<file path="src/design/hba_pkg.sv">
// Shared types and register codes for the hybrid burst assembler.
// Used by every module in the design folder; depends on nothing.
`timescale 1ns / 1ps

package hba_pkg;

   localparam int BYTES_W     = 16;
   localparam int ADDR_W      = 32;
   localparam int MAX_BYTES_W = 20;
   localparam int TOTAL_W     = 21;
   localparam int COUNT_W     = 16;
   localparam int TICKS_W     = 24;
   localparam int SEQ_W       = 32;
   localparam int CSR_DATA_W  = 24;
   localparam int CSR_IDX_W   = 1;

   localparam logic [MAX_BYTES_W-1:0] MAX_BYTES_RESET = MAX_BYTES_W'(9000);
   localparam logic [TICKS_W-1:0]     TIMEOUT_RESET   = TICKS_W'(1000);
   localparam logic [COUNT_W-1:0]     COUNT_SAT       = {COUNT_W{1'b1}};

   // Register indexes on the csr port.
   localparam logic [CSR_IDX_W-1:0] CSR_MAX_BURST_BYTES = 1'b0;
   localparam logic [CSR_IDX_W-1:0] CSR_TIMEOUT_TICKS   = 1'b1;

   // Item kinds and close causes.
   localparam logic KIND_PACKET  = 1'b0;
   localparam logic KIND_TICK    = 1'b1;
   localparam logic CAUSE_LENGTH = 1'b0;
   localparam logic CAUSE_TIMER  = 1'b1;

   typedef struct packed {
      logic              kind;
      logic [BYTES_W-1:0] bytes;
      logic [ADDR_W-1:0]  src;
      logic [ADDR_W-1:0]  dst;
   } item_type;

   typedef struct packed {
      logic [TOTAL_W-1:0] bytes;
      logic [COUNT_W-1:0] packets;
      logic [ADDR_W-1:0]  src;
      logic [ADDR_W-1:0]  dst;
      logic               cause;
      logic [SEQ_W-1:0]   number;
   } burst_type;

   typedef struct packed {
      logic      emit;
      burst_type burst;
   } result_type;

endpackage

</file>
<file path="src/design/hba_in_stage.sv">
// Input register of the burst assembler: holds one accepted item.
// Depends on hba_pkg for the item type.
`timescale 1ns / 1ps

module hba_in_stage (
   input  logic              clock,
   input  logic              reset,
   input  logic              req_valid,
   output logic              req_ready,
   input  hba_pkg::item_type req_item,
   input  logic              advance,
   output logic              item_valid,
   output hba_pkg::item_type item
);
   import hba_pkg::*;

   logic     valid_ff;
   logic     valid_in;
   item_type item_ff;

   // Take a new item when the register is empty or the held one moves on this cycle.
   assign req_ready = !valid_ff || advance;
   assign valid_in  = req_valid || (valid_ff && !advance);

   always_ff @(posedge clock) begin
      if (reset) begin
         valid_ff <= 1'b0;
      end else if (req_ready) begin
         valid_ff <= valid_in;
      end
   end

   always_ff @(posedge clock) begin
      if (req_valid && req_ready) begin
         item_ff <= req_item;
      end
   end

   assign item_valid = valid_ff;
   assign item       = item_ff;

endmodule

</file>
<file path="src/design/hba_burst_core.sv">
// Burst state, configuration registers and the per-item update.
// Depends on hba_pkg for item, result types and register codes.
`timescale 1ns / 1ps

module hba_burst_core (
   input  logic                              clock,
   input  logic                              reset,
   input  logic                              csr_we,
   input  logic [hba_pkg::CSR_IDX_W-1:0]     csr_index,
   input  logic [hba_pkg::CSR_DATA_W-1:0]    csr_wdata,
   input  logic                              advance,
   input  hba_pkg::item_type                 item,
   output hba_pkg::result_type               result
);
   import hba_pkg::*;

   logic [MAX_BYTES_W-1:0] max_bytes_ff;
   logic [TICKS_W-1:0]     timeout_ff;

   logic               open_ff,       open_in;
   logic [TOTAL_W-1:0] total_ff,      total_in;
   logic [COUNT_W-1:0] count_ff,      count_in;
   logic [ADDR_W-1:0]  src_ff,        src_in;
   logic [ADDR_W-1:0]  dst_ff,        dst_in;
   logic [TICKS_W-1:0] ticks_ff,      ticks_in;
   logic [SEQ_W-1:0]   seq_ff,        seq_in;

   logic [TOTAL_W:0]   sum;
   logic               fits;

   always_ff @(posedge clock) begin
      if (reset) begin
         max_bytes_ff <= MAX_BYTES_RESET;
         timeout_ff   <= TIMEOUT_RESET;
      end else if (csr_we) begin
         unique case (csr_index)
            CSR_MAX_BURST_BYTES: max_bytes_ff <= csr_wdata[MAX_BYTES_W-1:0];
            CSR_TIMEOUT_TICKS:   timeout_ff   <= csr_wdata[TICKS_W-1:0];
            default: ;
         endcase
      end
   end

   assign sum  = {1'b0, total_ff} + (TOTAL_W+1)'(item.bytes);
   assign fits = sum <= (TOTAL_W+1)'(max_bytes_ff);

   always_comb begin
      open_in  = open_ff;
      total_in = total_ff;
      count_in = count_ff;
      src_in   = src_ff;
      dst_in   = dst_ff;
      ticks_in = ticks_ff;
      seq_in   = seq_ff;

      result.emit         = 1'b0;
      result.burst.bytes   = total_ff;
      result.burst.packets = count_ff;
      result.burst.src     = src_ff;
      result.burst.dst     = dst_ff;
      result.burst.cause   = CAUSE_LENGTH;
      result.burst.number  = seq_ff;

      if (item.kind == KIND_TICK) begin
         if (open_ff) begin
            if (ticks_ff <= TICKS_W'(1)) begin
               // Countdown expired: send and go empty.
               result.emit        = 1'b1;
               result.burst.cause = CAUSE_TIMER;
               seq_in   = seq_ff + SEQ_W'(1);
               open_in  = 1'b0;
               total_in = '0;
               count_in = '0;
               ticks_in = '0;
            end else begin
               ticks_in = ticks_ff - TICKS_W'(1);
            end
         end
      end else if (open_ff && fits) begin
         total_in = sum[TOTAL_W-1:0];
         if (count_ff != COUNT_SAT) begin
            count_in = count_ff + COUNT_W'(1);
         end
      end else begin
         // Close any open burst on length, then open a new one with this packet.
         if (open_ff) begin
            result.emit        = 1'b1;
            result.burst.cause = CAUSE_LENGTH;
            seq_in = seq_ff + SEQ_W'(1);
         end
         open_in  = 1'b1;
         total_in = TOTAL_W'(item.bytes);
         count_in = COUNT_W'(1);
         src_in   = item.src;
         dst_in   = item.dst;
         ticks_in = timeout_ff;
      end
   end

   always_ff @(posedge clock) begin
      if (reset) begin
         open_ff  <= 1'b0;
         total_ff <= '0;
         count_ff <= '0;
         src_ff   <= '0;
         dst_ff   <= '0;
         ticks_ff <= '0;
         seq_ff   <= '0;
      end else if (advance) begin
         open_ff  <= open_in;
         total_ff <= total_in;
         count_ff <= count_in;
         src_ff   <= src_in;
         dst_ff   <= dst_in;
         ticks_ff <= ticks_in;
         seq_ff   <= seq_in;
      end
   end

   a_empty_is_clear: assert property (@(posedge clock) disable iff (reset)
      !open_ff |-> (total_ff == '0) && (count_ff == '0))
      else $error("empty burst holds a byte or packet total");

   a_open_has_packet: assert property (@(posedge clock) disable iff (reset)
      open_ff |-> count_ff != '0)
      else $error("open burst with no packets");

   a_seq_steps: assert property (@(posedge clock) disable iff (reset)
      advance && result.emit |=> seq_ff == $past(seq_ff) + SEQ_W'(1))
      else $error("burst number did not advance on emit");

   a_tick_no_reopen: assert property (@(posedge clock) disable iff (reset)
      advance && item.kind == KIND_TICK && !open_ff |=> !open_ff)
      else $error("tick opened a burst");

endmodule

</file>
<file path="src/design/hba_out_stage.sv">
// Result register of the burst assembler: holds one burst until taken.
// Depends on hba_pkg for the result types.
`timescale 1ns / 1ps

module hba_out_stage (
   input  logic                clock,
   input  logic                reset,
   input  logic                advance,
   input  hba_pkg::result_type result,
   output logic                room,
   output logic                rsp_valid,
   input  logic                rsp_ready,
   output hba_pkg::burst_type  rsp_burst
);
   import hba_pkg::*;

   logic      valid_ff;
   burst_type burst_ff;

   assign room = !valid_ff || rsp_ready;

   always_ff @(posedge clock) begin
      if (reset) begin
         valid_ff <= 1'b0;
      end else if (advance && result.emit) begin
         valid_ff <= 1'b1;
      end else if (rsp_ready) begin
         valid_ff <= 1'b0;
      end
   end

   always_ff @(posedge clock) begin
      if (advance && result.emit) begin
         burst_ff <= result.burst;
      end
   end

   assign rsp_valid = valid_ff;
   assign rsp_burst = burst_ff;

endmodule

</file>
<file path="src/design/hybrid_burst_assembler_unit.sv">
// Hybrid burst assembler: gathers packet items into bursts closed by length
// limit or by a tick countdown. One item is taken every cycle while results
// are taken as they appear. A burst descriptor appears on the rsp side after
// the item that closes it has passed the input register; it waits there until
// the result side has room, and the burst state and the result register then
// update together. A result that has not been taken holds every item behind
// it: the input register keeps its item, and once it holds one it takes no
// new one until the result goes.
// Depends on hba_pkg, hba_in_stage, hba_burst_core and hba_out_stage.
`timescale 1ns / 1ps

module hybrid_burst_assembler_unit (
   input  logic                              clock,
   input  logic                              reset,
   input  logic                              csr_we,
   input  logic [hba_pkg::CSR_IDX_W-1:0]     csr_index,
   input  logic [hba_pkg::CSR_DATA_W-1:0]    csr_wdata,
   input  logic                              req_valid,
   output logic                              req_ready,
   input  logic                              req_type,
   input  logic [hba_pkg::BYTES_W-1:0]       req_pkt_bytes,
   input  logic [hba_pkg::ADDR_W-1:0]        req_pkt_src,
   input  logic [hba_pkg::ADDR_W-1:0]        req_pkt_dst,
   output logic                              rsp_valid,
   input  logic                              rsp_ready,
   output logic [hba_pkg::TOTAL_W-1:0]       rsp_burst_bytes,
   output logic [hba_pkg::COUNT_W-1:0]       rsp_burst_packets,
   output logic [hba_pkg::ADDR_W-1:0]        rsp_burst_src,
   output logic [hba_pkg::ADDR_W-1:0]        rsp_burst_dst,
   output logic                              rsp_close_cause,
   output logic [hba_pkg::SEQ_W-1:0]         rsp_burst_number
);
   import hba_pkg::*;

   item_type   req_item;
   item_type   item;
   logic       item_valid;
   logic       room;
   logic       advance;
   result_type result;
   burst_type  rsp_burst;

   assign req_item.kind  = req_type;
   assign req_item.bytes = req_pkt_bytes;
   assign req_item.src   = req_pkt_src;
   assign req_item.dst   = req_pkt_dst;

   // Move the held item through the update only when the result side has room.
   assign advance = item_valid && room;

   hba_in_stage u_in (
      .clock      (clock),
      .reset      (reset),
      .req_valid  (req_valid),
      .req_ready  (req_ready),
      .req_item   (req_item),
      .advance    (advance),
      .item_valid (item_valid),
      .item       (item)
   );

   hba_burst_core u_core (
      .clock     (clock),
      .reset     (reset),
      .csr_we    (csr_we),
      .csr_index (csr_index),
      .csr_wdata (csr_wdata),
      .advance   (advance),
      .item      (item),
      .result    (result)
   );

   hba_out_stage u_out (
      .clock     (clock),
      .reset     (reset),
      .advance   (advance),
      .result    (result),
      .room      (room),
      .rsp_valid (rsp_valid),
      .rsp_ready (rsp_ready),
      .rsp_burst (rsp_burst)
   );

   assign rsp_burst_bytes   = rsp_burst.bytes;
   assign rsp_burst_packets = rsp_burst.packets;
   assign rsp_burst_src     = rsp_burst.src;
   assign rsp_burst_dst     = rsp_burst.dst;
   assign rsp_close_cause   = rsp_burst.cause;
   assign rsp_burst_number  = rsp_burst.number;

endmodule
</file>
<file path="config.mk">
export PLATFORM = sky130hd
export DESIGN_NAME = hybrid_burst_assembler_unit
export DESIGN_NICKNAME = d
export VERILOG_FILES = /design/src/design/hba_pkg.sv /design/src/design/hba_in_stage.sv /design/src/design/hba_burst_core.sv /design/src/design/hba_out_stage.sv /design/src/design/hybrid_burst_assembler_unit.sv
export SDC_FILE = /design/constraint.sdc
export NUM_CORES = 1
export LEC_CHECK = 0
export BUFFER_PORTS_ARGS = -buffer_cell sky130_fd_sc_hd__buf_2
export CORE_ASPECT_RATIO = 0.8
export CORE_UTILIZATION = 57
export CTS_CLUSTER_SIZE = 28
export DETAILED_ROUTE_END_ITERATION = 6
export GPL_TIMING_DRIVEN = 1
export PLACE_DENSITY = 0.85
export SKIP_CTS_REPAIR_TIMING = 1
export SLEW_MARGIN = 30
export SYNTH_ARGS = -nofsm -noshare
export SYNTH_HDL_FRONTEND = slang
export SYNTH_HIERARCHICAL = 1
export SYNTH_SLANG_ARGS = --single-unit
</file>
<file path="constraint.sdc">
create_clock -name clock -period 7.4 [get_ports clock]
set_clock_uncertainty 0.2 [all_clocks]
set_input_delay 0.74 -clock clock [delete_from_list [all_inputs] [get_ports clock]]
set_output_delay 0.74 -clock clock [all_outputs]
set_load 0.03 [all_outputs]
</file>
=== After elaboration in Yosys (flattened, before gate mapping) ===
Index checks and enable logic that the tools add are counted.

* Register bits: 419
* Input bits: 111
* Output and inout port bits: 136
* Logic and storage cells: 84

* $add $sub $neg: 4
* Order comparisons: 2
* Eq/ne operators: 5
* Multiplexer cells: 29
* Bitwise logic cells: 3
* Reduce and logical (&&, ||, !) cells: 20

{| class="wikitable"
|+ Operators by type and width
! kind !! count
|-
| 32-bit 2-to-1 mux || 5
|-
| 24-bit 2-to-1 mux || 4
|-
| 21-bit 2-to-1 mux || 4
|-
| 16-bit 2-to-1 mux || 5
|-
| 32-bit by 1-bit adder with 32-bit output (second input constant) || 1
|-
| 24-bit by 1-bit <= comparator with 1-bit output (second input constant) || 1
|-
| 24-bit by 1-bit subtractor with 24-bit output (second input constant) || 1
|-
| 21-bit by 16-bit adder with 22-bit output || 1
|-
| 22-bit by 20-bit <= comparator with 1-bit output || 1
|-
| 16-bit by 1-bit adder with 16-bit output (second input constant) || 1
|-
| 16-bit != test (second input constant) || 1
|-
| 1-bit 2-to-1 mux || 11
|-
| 3-bit AND reduction || 3
|-
| 4-bit AND reduction || 2
|-
| 2-bit AND reduction || 3
|-
| 1-bit logical AND || 5
|-
| 2-bit by 1-bit != test with 1-bit output (second input constant) || 2
|-
| 1-bit zero test || 3
|-
| 1-bit logical OR || 3
|-
| 3-bit != test (second input constant) || 1
|-
| 1-bit inverter || 3
|-
| 2-bit != test (second input constant) || 1
|-
| 2-bit nonzero test || 1
|}

=== Longest topological paths before layout ===
Gate-level depths: netlist (run 1).

* Depth after elaboration: 7
* Mapped depth: 20
* Gate-level depth less buffers: 18

=== Modules after synthesis ===
The synthesis (run 1) kept the hierarchy.

{| class="wikitable"
|+ Modules (own cells, without submodules)
! module !! instances !! cells each !! area each (um^2) !! sequential area each (um^2)
|-
| hba_burst_core || 1 || 1290 || 10357.4 || 4043.9
|-
| hba_out_stage || 1 || 139 || 4073.9 || 4043.9
|-
| hba_in_stage || 1 || 86 || 2487.4 || 2452.4
|-
| hybrid_burst_assembler_unit || 1 || 1 || 6.3 || 0.0
|}

=== Worst setup path before layout (run 1) ===
Ideal clock, no wire load.

* Kind: reg-to-reg
* Start: reg u_in.item_ff, in the netlist u_in/item[64]
* End: reg u_out.burst_ff, in the netlist u_out/rsp_burst[0], enable pin
* Library setup time: 0.487 ns
* Data arrival time: 6.118 ns
* Data required time: 6.713 ns
* Path slack: 0.595 ns
* Cell stages (with the launch flop): 19
* Buffers on the path: 0
* Clock period less this slack: 6.805 ns
* Cell sequence: edfxtp_1 -> ha_1 -> fa_1 -> a211oi_2 -> o211ai_2 -> nand2_1 -> nand4b_1 -> a31oi_1 -> and3_1 -> xor2_1 -> ha_1 -> nand3_1 -> nor2_1 -> a222oi_1 -> o31a_1 -> a21oi_1 -> a31oi_1 -> nand2_1 -> inv_1

{| class="wikitable"
|+ RTL lines
! element !! RTL line !! text
|-
| start, declared || hba_in_stage.sv:19 || <nowiki>item_type item_ff;</nowiki>
|-
| start signal, assigned || hba_in_stage.sv:35 || <nowiki>item_ff <= req_item;</nowiki>
|-
| end signal, assigned || hba_out_stage.sv:34 || <nowiki>burst_ff <= result.burst;</nowiki>
|-
| end, declared || hba_out_stage.sv:18 || <nowiki>burst_type burst_ff;</nowiki>
|}

==> flow_metrics.tcl, run 1 <==
set metrics [dict create \
    run_status "finished clean" \
    worstSetupStartpointType "flip-flop" \
    hold_viol 0 \
    pre_cts_ws_ps 1540 \
    synth_nets 1668 \
    gp_congestion 0.904 \
    power.density_mw_per_mm2 265 \
    ir_drop_uv 228 \
    slew_headroom_pct 38.5 \
    synth_flop_cell "edfxtp_1" \
    final_util_pct 67.8 \
    synth.area.top_cells "edfxtp_1 38%, dfxtp_1 24%, nand2_1 6.2%" \
    worstPathRequired_ps 7390 \
    drv_cap 0 \
    first_pass_iters 6 \
    fp-row-count 56 \
    drt_iter0_drc 1157 \
    grt_max_degree 97 \
    root_buffer "clkbuf_16" \
    hpwl_um 26300 \
    vias 12586 \
    setup_violations 0 \
    cts_made_buffers 40 \
    syn-instance-count 1516 \
    avgRoutedWirePerCell_um 18.4 \
    dp.cells 2078 \
    synth.distinct_cells 81 \
    die_w_um 195 \
    fmax_mhz 167 \
    yosysMostFrequentCell "nand2_1" \
    drive_gt1_share_pct 20.8 \
    critPathKind "flip-flop to flip-flop" \
    antenna_found_initial 2 \
    ys_ff_latch 419 \
    ant_nets 0 \
    leakagePower_uw 0.00726 \
    core_area_mm2 0.0292 \
    clk_path_buf_depth 3 \
    grt_first_pass_wirelength_um 62200 \
    routed_wl_um 39700 \
    instances_no_fill 2154 \
    final_max_slew_viol_count 0 \
    power.total_uw 5250 \
    ios 247 \
    yosys-top-cells-count "281 x nand2_1, 215 x edfxtp_1, 204 x dfxtp_1" \
    min_period_over_period_pct 80.8 \
    start_util_pct 57.9 \
    crit_fanout 75 \
    clock_latency_ps 540 \
    clkSlewWorstSetupHoldPaths_ps 60 \
    async_flop_share_pct 0 \
    grt_overflow 0 \
    grt_pass1_vias 11912 \
    cts_tree "yes" \
    dieArea_mm2 0.0304 \
    fin_tns_setup_ps 0 \
    layout.nets 1895 \
    post-route-min-period_ps 5980 \
    via_per_inst 5.84 \
    post-route-drc-count 0 \
    cts_sinks 419 \
    io_buffers 246 \
    arrival_ps 5970 \
    htree_levels 2 \
    dieHeight_um 156 \
    hold_class "input port to flip-flop" \
    rsz0062_at_grt "false" \
    syn_area_mm2 0.0169 \
    seq_area_frac_synth_pct 62.3 \
    netlist.top_cell.by_area "edfxtp_1" \
    ys_warn_count 6 \
    yosysTopAreaCellShare_pct 38.1 \
    worst_setup_path_end_kind "flip-flop" \
    fillerInstances 2142 \
    synth.avg_cell_area_um2 11.2 \
    worstMarginPinSlew_ps 920 \
    fin_ws_ps 1420 \
    synth_edf_count 215 \
    area_growth_pct 17.1 \
    grt_usage_pct 25.6 \
]
[layout make-up]
type / count / area [µm²] / area share [%]
sequential: 419 / 10500 / 53.2
multi-input combinational: 981 / 5900 / 29.8
timing repair buffer: 260 / 1350 / 6.79
clock buffer: 60 / 1210 / 6.10
tap: 377 / 472 / 2.38
clock inverter: 14 / 188 / 0.947
inverter: 41 / 159 / 0.802
antenna: 2 / 5.00 / 0.0253
[power by group]
group / internal (µW) / switching [µW] / leakage (µW)
sequential: 2530 / 47.2 / 0.00352
clock: 1280 / 861 / 0.000678
combinational: 179 / 355 / 0.00306
[worst max-delay path: stages, from the launching register on]
cell,delay (ps)
edfxtp_1,400
ha_1,400
o21ai_0,110
o21bai_1,210
nand3_1,210
a21oi_1,630
o211ai_1,260
xnor2_1,210
ha_1,330
a211oi_1,80
o21a_1,130
a222oi_1,300
o31a_1,350
a21oi_1,190
a31oi_1,300
nand2_1,180
inv_6,570
buf_4,480
[layout by cell type (no fill, tap or decap), types with 13 or more instances in the layout]
cell,netlist,final
dfxtp_1,204,204
nand3_1,42,42
nor2_1,57,56
xnor2_1,16,16
o311ai_0,13,13
nor3_1,22,22
mux2i_1,21,21
nand2_1,281,281
nor2b_1,14,14
o21ai_0,35,35
o211ai_1,13,13
buf_2,6,245
inv_1,40,39
clkbuf_16,0,43
a21oi_1,157,157
nor4_1,17,17
or4_1,16,16
edfxtp_1,215,215
buf_4,6,13
and3_1,18,18
a211oi_1,13,13
nand4_1,25,25
ha_1,40,40
[through the flow]
step	hold slack (ps)	area [µm²]
3_5_place_dp	213	18400
2_1_floorplan	208	16900
3_3_place_gp	211	18400
4_1_cts	159	19800
6_report	173	19800
5_1_grt	161	19800
[sequential cells by signal, indices dropped and copies added (netlist names)]
| signal | flops |
|---|---|
| u_core/count_ff | 16 |
| u_core/dst_ff | 32 |
| u_core/max_bytes_ff | 20 |
| u_core/open_ff | 1 |
| u_core/seq_ff | 32 |
| u_core/src_ff | 32 |
| u_core/ticks_ff | 24 |
| u_core/timeout_ff | 24 |
| u_core/total_ff | 21 |
| u_in/item | 81 |
| u_in/item_valid | 1 |
| u_out/rsp_burst | 134 |
| u_out/rsp_valid | 1 |
[final timing paths]
| kind | startpoint | to | slack (ps) | cells past startpoint |
|---|---|---|---|---|
| setup / recovery | u_in/item[66] | u_out/rsp_burst[119] | 1420 | 17 |
| hold / removal | req_pkt_src[31] | u_in/item[63] | 170 | 1 |
| setup reg to reg | u_in/item[66] | u_out/rsp_burst[119] | 1420 | 17 |
| hold reg to reg | u_core/src_ff[23] | u_out/rsp_burst[88] | 220 | 0 |
[cells by family (layout without fill, tap and decap cells)]
logic type	after synthesis	count (layout)	synth area share, %
compound gates	344	344	13.2
mux	34	34	2.20
simple gates	538	538	15.0
flops	419	419	62.3
fa+ha+maj	41	41	3.08
other cells	0	2	0
xor+xnor	24	24	1.24
buf+inv	116	375	3.02
[layer usage]
metal  up-vias  global-route usage (%)  wire, µm
met3        63                    5.47      3480
met2       564                    40.3     18300
li1       6012                       -         -
met4         0                    6.65       685
met1      5947                    36.2     17300
met5         -                       0         0
Note: power is estimated with default switching activity, not from simulation.
==> run 2, diff against run 1 <==
- ABC_AREA: unset -> 1
- PLACE_DENSITY: 0.85 -> 0.84
- clock period: 7.4 -> 5.9 ns (I/O delays scaled with it)
==> run 2 against run 1 <==
- design area is 3.4% higher
- via count is 12% higher
- clock power is 26% higher
- core utilization is 0.37 points lower
- sequential share of layout area is 1.8 points lower
- hold slack worse by 150 ps
- critical path type unchanged
==> flow_metrics.tcl, run 2 <==
set metrics [dict create \
    run_status "finished clean" \
    critPathKind "flip-flop to flip-flop" \
    timing.rr.end "u_core/ticks_ff[8]" \
    fillerInstances 2293 \
    largest_reg_flops 134 \
    die_w_um 199 \
    instances_no_fill 2495 \
    core_area_mm2 0.0304 \
    yosysMostFrequentCell "nand2_1" \
    drv_cap 0 \
    grt_pass1_vias 13443 \
    ys_warn_count 6 \
    worstSetupStartpointType "flip-flop" \
    drt_iter0_drc 1338 \
    synth_nets 1998 \
    first_pass_iters 6 \
    arrival_ps 5390 \
    worstPathRequired_ps 6130 \
    seq_area_frac_synth_pct 59.7 \
    wl_met3_um 3570 \
    setup_violations 0 \
    synth_edf_count 215 \
    synth.area.top_cells "edfxtp_1 37%, dfxtp_1 23%, nand2_1 7.3%" \
    clock_latency_ps 540 \
    grt_first_pass_wirelength_um 69700 \
    rr_worst_depth 20 \
    cts_sinks 419 \
    clk_path_buf_depth 3 \
    post-route-min-period_ps 5170 \
    hold_depth 1 \
    hpwl_um 28400 \
    start_util_pct 58.1 \
    antenna_found_initial 5 \
    min_period_over_period_pct 87.6 \
    top_layer "met4" \
    ant_nets 0 \
    dr_wl_met2_um 20200 \
    root_buffer "clkbuf_16" \
    ios 247 \
    reg2reg_slack_ps 730 \
    power.density_mw_per_mm2 329 \
    layout.nets 2200 \
    synth.distinct_cells 41 \
    via_per_inst 5.67 \
    fin_tns_setup_ps 0 \
    cts_made_buffers 40 \
    power.total_uw 6740 \
    worstHoldEndpoint "u_in/item[72]" \
    syn_area_mm2 0.0177 \
    syn-instance-count 1846 \
    gp_congestion 0.925 \
    critPathMaxStageDelay_ps 480 \
    yosys-top-cells-count "342 x nand2_1, 215 x edfxtp_1, 212 x nor2_1" \
    fmax_mhz 193 \
    netlist.top_cell.by_area "edfxtp_1" \
    final_max_slew_viol_count 0 \
    synth_flop_cell "edfxtp_1" \
    cts_tree "yes" \
    crit_chain "ha_1 -> fa_1 -> inv_1 -> nor2_1 -> nor2_2 -> o21ai_0 -> a31oi_1 -> xnor2_1 -> ha_1 -> nand4_1 -> inv_1 -> nand4_1 -> nor4_1 -> nand4_1 -> nand2_4 -> nand3_2 -> nand2_2 -> inv_2 -> nor2_1 -> nor2_1" \
    cp_slowest_cell "nand2_2" \
    htree_levels 2 \
    drive_gt1_share_pct 16.7 \
    synth.avg_cell_area_um2 9.57 \
    slew_headroom_pct 38.9 \
    ys_ff_latch 419 \
    r2r-start "u_in/item[64]" \
    io_buffers 246 \
    grt_max_degree 99 \
    leakagePower_uw 0.00796 \
    crit_fanout 28 \
    grt_usage_pct 27.7 \
    dp.cells 2419 \
    layout_commonest_cell "nand2_1" \
    dieArea_mm2 0.0317 \
    dieHeight_um 159 \
    hold_class "input port to flip-flop" \
    vias 14158 \
    fp-row-count 57 \
    wl_met1_um 18700 \
    ir_drop_uv 253 \
    yosysTopAreaCellShare_pct 36.6 \
    hold_path_startpoint "req_pkt_bytes[8]" \
    area_growth_pct 16.1 \
    worst_setup_path_end_kind "flip-flop" \
    grt_overflow 0 \
    final_cell_mix "342 x nand2_1, 245 x buf_2, 215 x edfxtp_1, 212 x nor2_1, 203 x dfxtp_1" \
    rsz0062_at_grt "false" \
    async_flop_share_pct 0 \
    routed_wl_um 43900 \
    worstMarginPinSlew_ps 917 \
    clkSlewWorstSetupHoldPaths_ps 60 \
    avgRoutedWirePerCell_um 17.6 \
    hold_viol 0 \
    post-route-drc-count 0 \
]
run 2: logic make-up after synthesis:
| family | share of synthesized area, % |
|---|---|
| buffers and inverters | 5.53 |
| XOR/XNOR | 3.47 |
| AO/OA/AOI/OAI | 7.84 |
| flip-flops | 59.7 |
| adder cells (fa/ha/maj) | 2.95 |
| AND/OR/NAND/NOR | 20.5 |
run 2: area by class of cell:
class / instances / area [µm²] / area share, %
Antenna cell: 3 / 7.51 / 0.0366
Clock buffer: 57 / 1180 / 5.74
Tap cell: 413 / 517 / 2.52
Sequential cell: 419 / 10500 / 51.4
Timing Repair Buffer: 258 / 1350 / 6.58
Clock inverter: 16 / 214 / 1.04
Inverter: 142 / 539 / 2.63
Multi-Input combinational cell: 1187 / 6150 / 30.0
run 2: stage by stage:
stage	area (µm²)	hold slack [ps]	utilization, %	setup WS [ps]
floorplan	17700	208	-	327
global placement	19100	213	62.9	1120
detailed placement	19100	214	62.9	922
CTS	20500	-2.47	67.4	872
global route	20500	0.425	67.5	457
finish	20500	23.9	67.5	731
run 2: worst max-delay path by stage:
stage                  startpoint              endpoint  slack (ps)  cells past startpoint
floorplan           u_in/item[64]    u_out/rsp_burst[0]         330                     18
global placement    u_in/item[64]  u_out/rsp_burst[114]        1120                     24
detailed placement  u_in/item[64]    u_core/ticks_ff[8]         920                     20
CTS                 u_in/item[64]    u_core/ticks_ff[8]         870                     20
global route        u_in/item[64]     u_core/seq_ff[21]         460                     24
finish              u_in/item[64]    u_core/ticks_ff[8]         730                     20
run 2: metal layers:
metal / GRT usage (%) / vias up
met2: 43.1 / 686
met3: 4.53 / 100
met4: 10.9 / 0
met5: 0 / -
li1: - / 6729
met1: 38.8 / 6643
run 2: worst max-delay path: cells and delay by family (launching register included):
family,cells,cell delay [ps]
simple gates,11,2250
xor+xnor,1,150
flops,1,400
buf+inv,3,470
fa+ha+maj,3,1000
compound gates,2,560
run 2: power breakdown:
part | internal (µW) | total (µW) | switching (µW)
clock | 1610 | 2690 | 1080
combinational | 243 | 769 | 526
sequential | 3190 | 3270 | 79.4
total | 5050 | 6740 | 1690
==> run 3, diff against run 2 <==
- CAP_MARGIN: unset -> 20
- SYNTH_HIERARCHICAL: 1 -> unset
==> run 3 against run 2 <==
- sequential power about the same
- clock power decreased by 5%
- setup slack improved by 62 ps
- core utilization increased by 0.099 points
- maximum frequency increased by 1.2%
- first-iteration DRC count increased by 7.8%
==> flow_metrics.tcl, run 3 <==
set metrics [dict create \
    run_status "finished clean" \
    slew_headroom_pct 39.1 \
    hold_path_startpoint "req_pkt_src[7]" \
    die_w_um 199 \
    core_area_mm2 0.0304 \
    final_max_slew_viol_count 0 \
    clk_path_buf_depth 3 \
    crit_top_cell "nand2_1" \
    rsz0062_at_grt "false" \
    use_met3_pct 4.26 \
    yosysMostFrequentCell "nand2_1" \
    critPathMaxStageDelay_ps 770 \
    clkSlewWorstSetupHoldPaths_ps 60 \
    synth.avg_cell_area_um2 9.56 \
    cts_sinks 419 \
    drive_gt1_share_pct 16.3 \
    synth_edf_count 215 \
    grtUsageMet2_pct 40.5 \
    syn_area_mm2 0.0176 \
    final_cell_mix "381 x nand2_1, 245 x buf_2, 215 x nor2_1, 215 x edfxtp_1, 204 x dfxtp_1" \
    crit_chain "ha_1 -> a21oi_1 -> nand2_1 -> a31oi_2 -> o21ai_0 -> a21oi_1 -> nor2_1 -> xor2_1 -> ha_1 -> nand2_1 -> nor2_1 -> nand4_1 -> nand2_1 -> nand4_4 -> nand3_4 -> nand2_1 -> a21oi_1" \
    fin_tns_setup_ps 0 \
    setup_violations 0 \
    io_buffers 246 \
    reg2reg_slack_ps 790 \
    power.density_mw_per_mm2 313 \
    vias 13804 \
    post-route-min-period_ps 5110 \
    critPathBufInv 0 \
    hpwl_um 27200 \
    final_util_pct 67.6 \
    gr-max-usage-layer "met2" \
    rr_worst_depth 17 \
    layout.nets 2225 \
    dp.cells 2432 \
    synth_flop_cell "edfxtp_1" \
    seq_area_frac_synth_pct 59.8 \
    root_buffer "clkbuf_16" \
    ios 247 \
    timing.rr.end "u_core.dst_ff[6]" \
    ys_warn_count 0 \
    worstSetupStartpointType "flip-flop" \
    ir_drop_uv 258 \
    first_pass_iters 6 \
    cp_top_family "simple AND/OR/NAND/NOR gates" \
    start_util_pct 58.0 \
    instances_no_fill 2521 \
    drv_cap 0 \
    min_period_over_period_pct 86.5 \
    syn-instance-count 1843 \
    netlist.top_cell.by_area "edfxtp_1" \
    grt_usage_pct 25.8 \
    worstHoldEndpoint "u_in.item[39]" \
    grt_overflow 0 \
    worstPathRequired_ps 6160 \
    synth.area.top_cells "edfxtp_1 37%, dfxtp_1 23%, nand2_1 8.1%" \
    cp_slowest_cell "nand3_4" \
    grt_max_degree 102 \
    clock_latency_ps 550 \
    worstMarginPinSlew_ps 910 \
    cts_made_buffers 40 \
    r2r-start "u_in.item[66]" \
    layout_commonest_cell "nand2_1" \
    area_growth_pct 16.5 \
    met1_usage_pct 36.1 \
    leakagePower_uw 0.00850 \
    async_flop_share_pct 0 \
    yosysTopAreaCellShare_pct 36.6 \
    arrival_ps 5360 \
    cts_tree "yes" \
    ys_ff_latch 419 \
    via_per_inst 5.48 \
    post-route-drc-count 0 \
    hold_class "input port to flip-flop" \
    ant_nets 0 \
    htree_levels 2 \
    dieArea_mm2 0.0316 \
    fp-row-count 57 \
    synth_nets 1995 \
    drt_iter0_drc 1443 \
    routed_wl_um 41600 \
    critPathKind "flip-flop to flip-flop" \
    postPlaceCellArea_mm2 0.0191 \
    dieHeight_um 159 \
    hold_depth 1 \
    hold_viol 0 \
    fmax_mhz 196 \
    gp_congestion 0.927 \
    synth.distinct_cells 45 \
    worst_setup_path_end_kind "flip-flop" \
    avgRoutedWirePerCell_um 16.5 \
    design_area_mm2 0.0205 \
    crit_fanout 64 \
    yosys-top-cells-count "381 x nand2_1, 215 x edfxtp_1, 215 x nor2_1" \
    grt_first_pass_wirelength_um 65200 \
    antenna_found_initial 4 \
    grt_pass1_vias 12849 \
    largest_reg_flops 134 \
]
==> run 3: worst max-delay path by stage <==
stage / startpoint / endpoint / slack, ps / depth (start not counted)
2_1_floorplan: u_in.item[66] / u_out.rsp_burst[0] / 580 / 24
3_3_place_gp: u_in.item[64] / u_core.seq_ff[2] / 1100 / 28
3_5_place_dp: u_in.item[66] / u_core.src_ff[5] / 960 / 19
4_1_cts: u_in.item[66] / u_core.dst_ff[5] / 860 / 19
5_1_grt: u_in.item[73] / u_core.dst_ff[5] / 410 / 22
6_report: u_in.item[66] / u_core.dst_ff[6] / 790 / 17
==> run 3: worst reg2reg max path, stage by stage (launching register included) <==
cell,delay [ps]
edfxtp_1,410
ha_1,380
a21oi_1,150
nand2_1,120
a31oi_2,270
o21ai_0,220
a21oi_1,320
nor2_1,100
xor2_1,190
ha_1,310
nand2_1,90
nor2_1,120
nand4_1,200
nand2_1,250
nand4_4,510
nand3_4,780
nand2_1,220
a21oi_1,190
==> run 3: where the power goes <==
group	internal, µW	switching [µW]	total (µW)
Clock	1480	1080	2560
Sequential	3170	65.4	3240
Combinational	212	410	622
Total	4860	1560	6420
==> run 3: kinds of logic after synthesis <==
kind of cell	count (synthesis)	synth area share [%]
AOI/OAI and AO/OA	282	8.72
xor gates and xnor gates	67	3.33
adders and majority gates	41	2.95
buffers and inverters	256	6.06
DFF	419	59.8
and+or+nand+nor	778	19.1
==> run 3: stage by stage <==
step | setup WS (ps) | hold slack (ps) | power [µW]
4_1_cts | 862 | -1.59 | 6430
3_5_place_dp | 960 | 215 | 3900
3_3_place_gp | 1100 | 213 | 3870
5_1_grt | 410 | -8.96 | 6660
6_report | 794 | 9.76 | 6420
2_1_floorplan | 582 | 209 | 3730
==> run 3: cell type report <==
class                   count  area (µm²)
diodes                      4        10.0
clock buffers              57        1170
clock inverters            16         140
fillers                  2290        9850
inverters                 172         654
multi-input cells        1168        6010
flip-flops and latches    419       10500
well taps                 413         517
repair buffers            272        1490
==> run 3: metal layers <==
layer	vias up	wire (µm)	share of wire, %
met5	-	0	0
li1	6666	-	-
met1	6489	18000	43
met4	0	1150	2.8
met2	563	19400	47
met3	86	3060	7.4
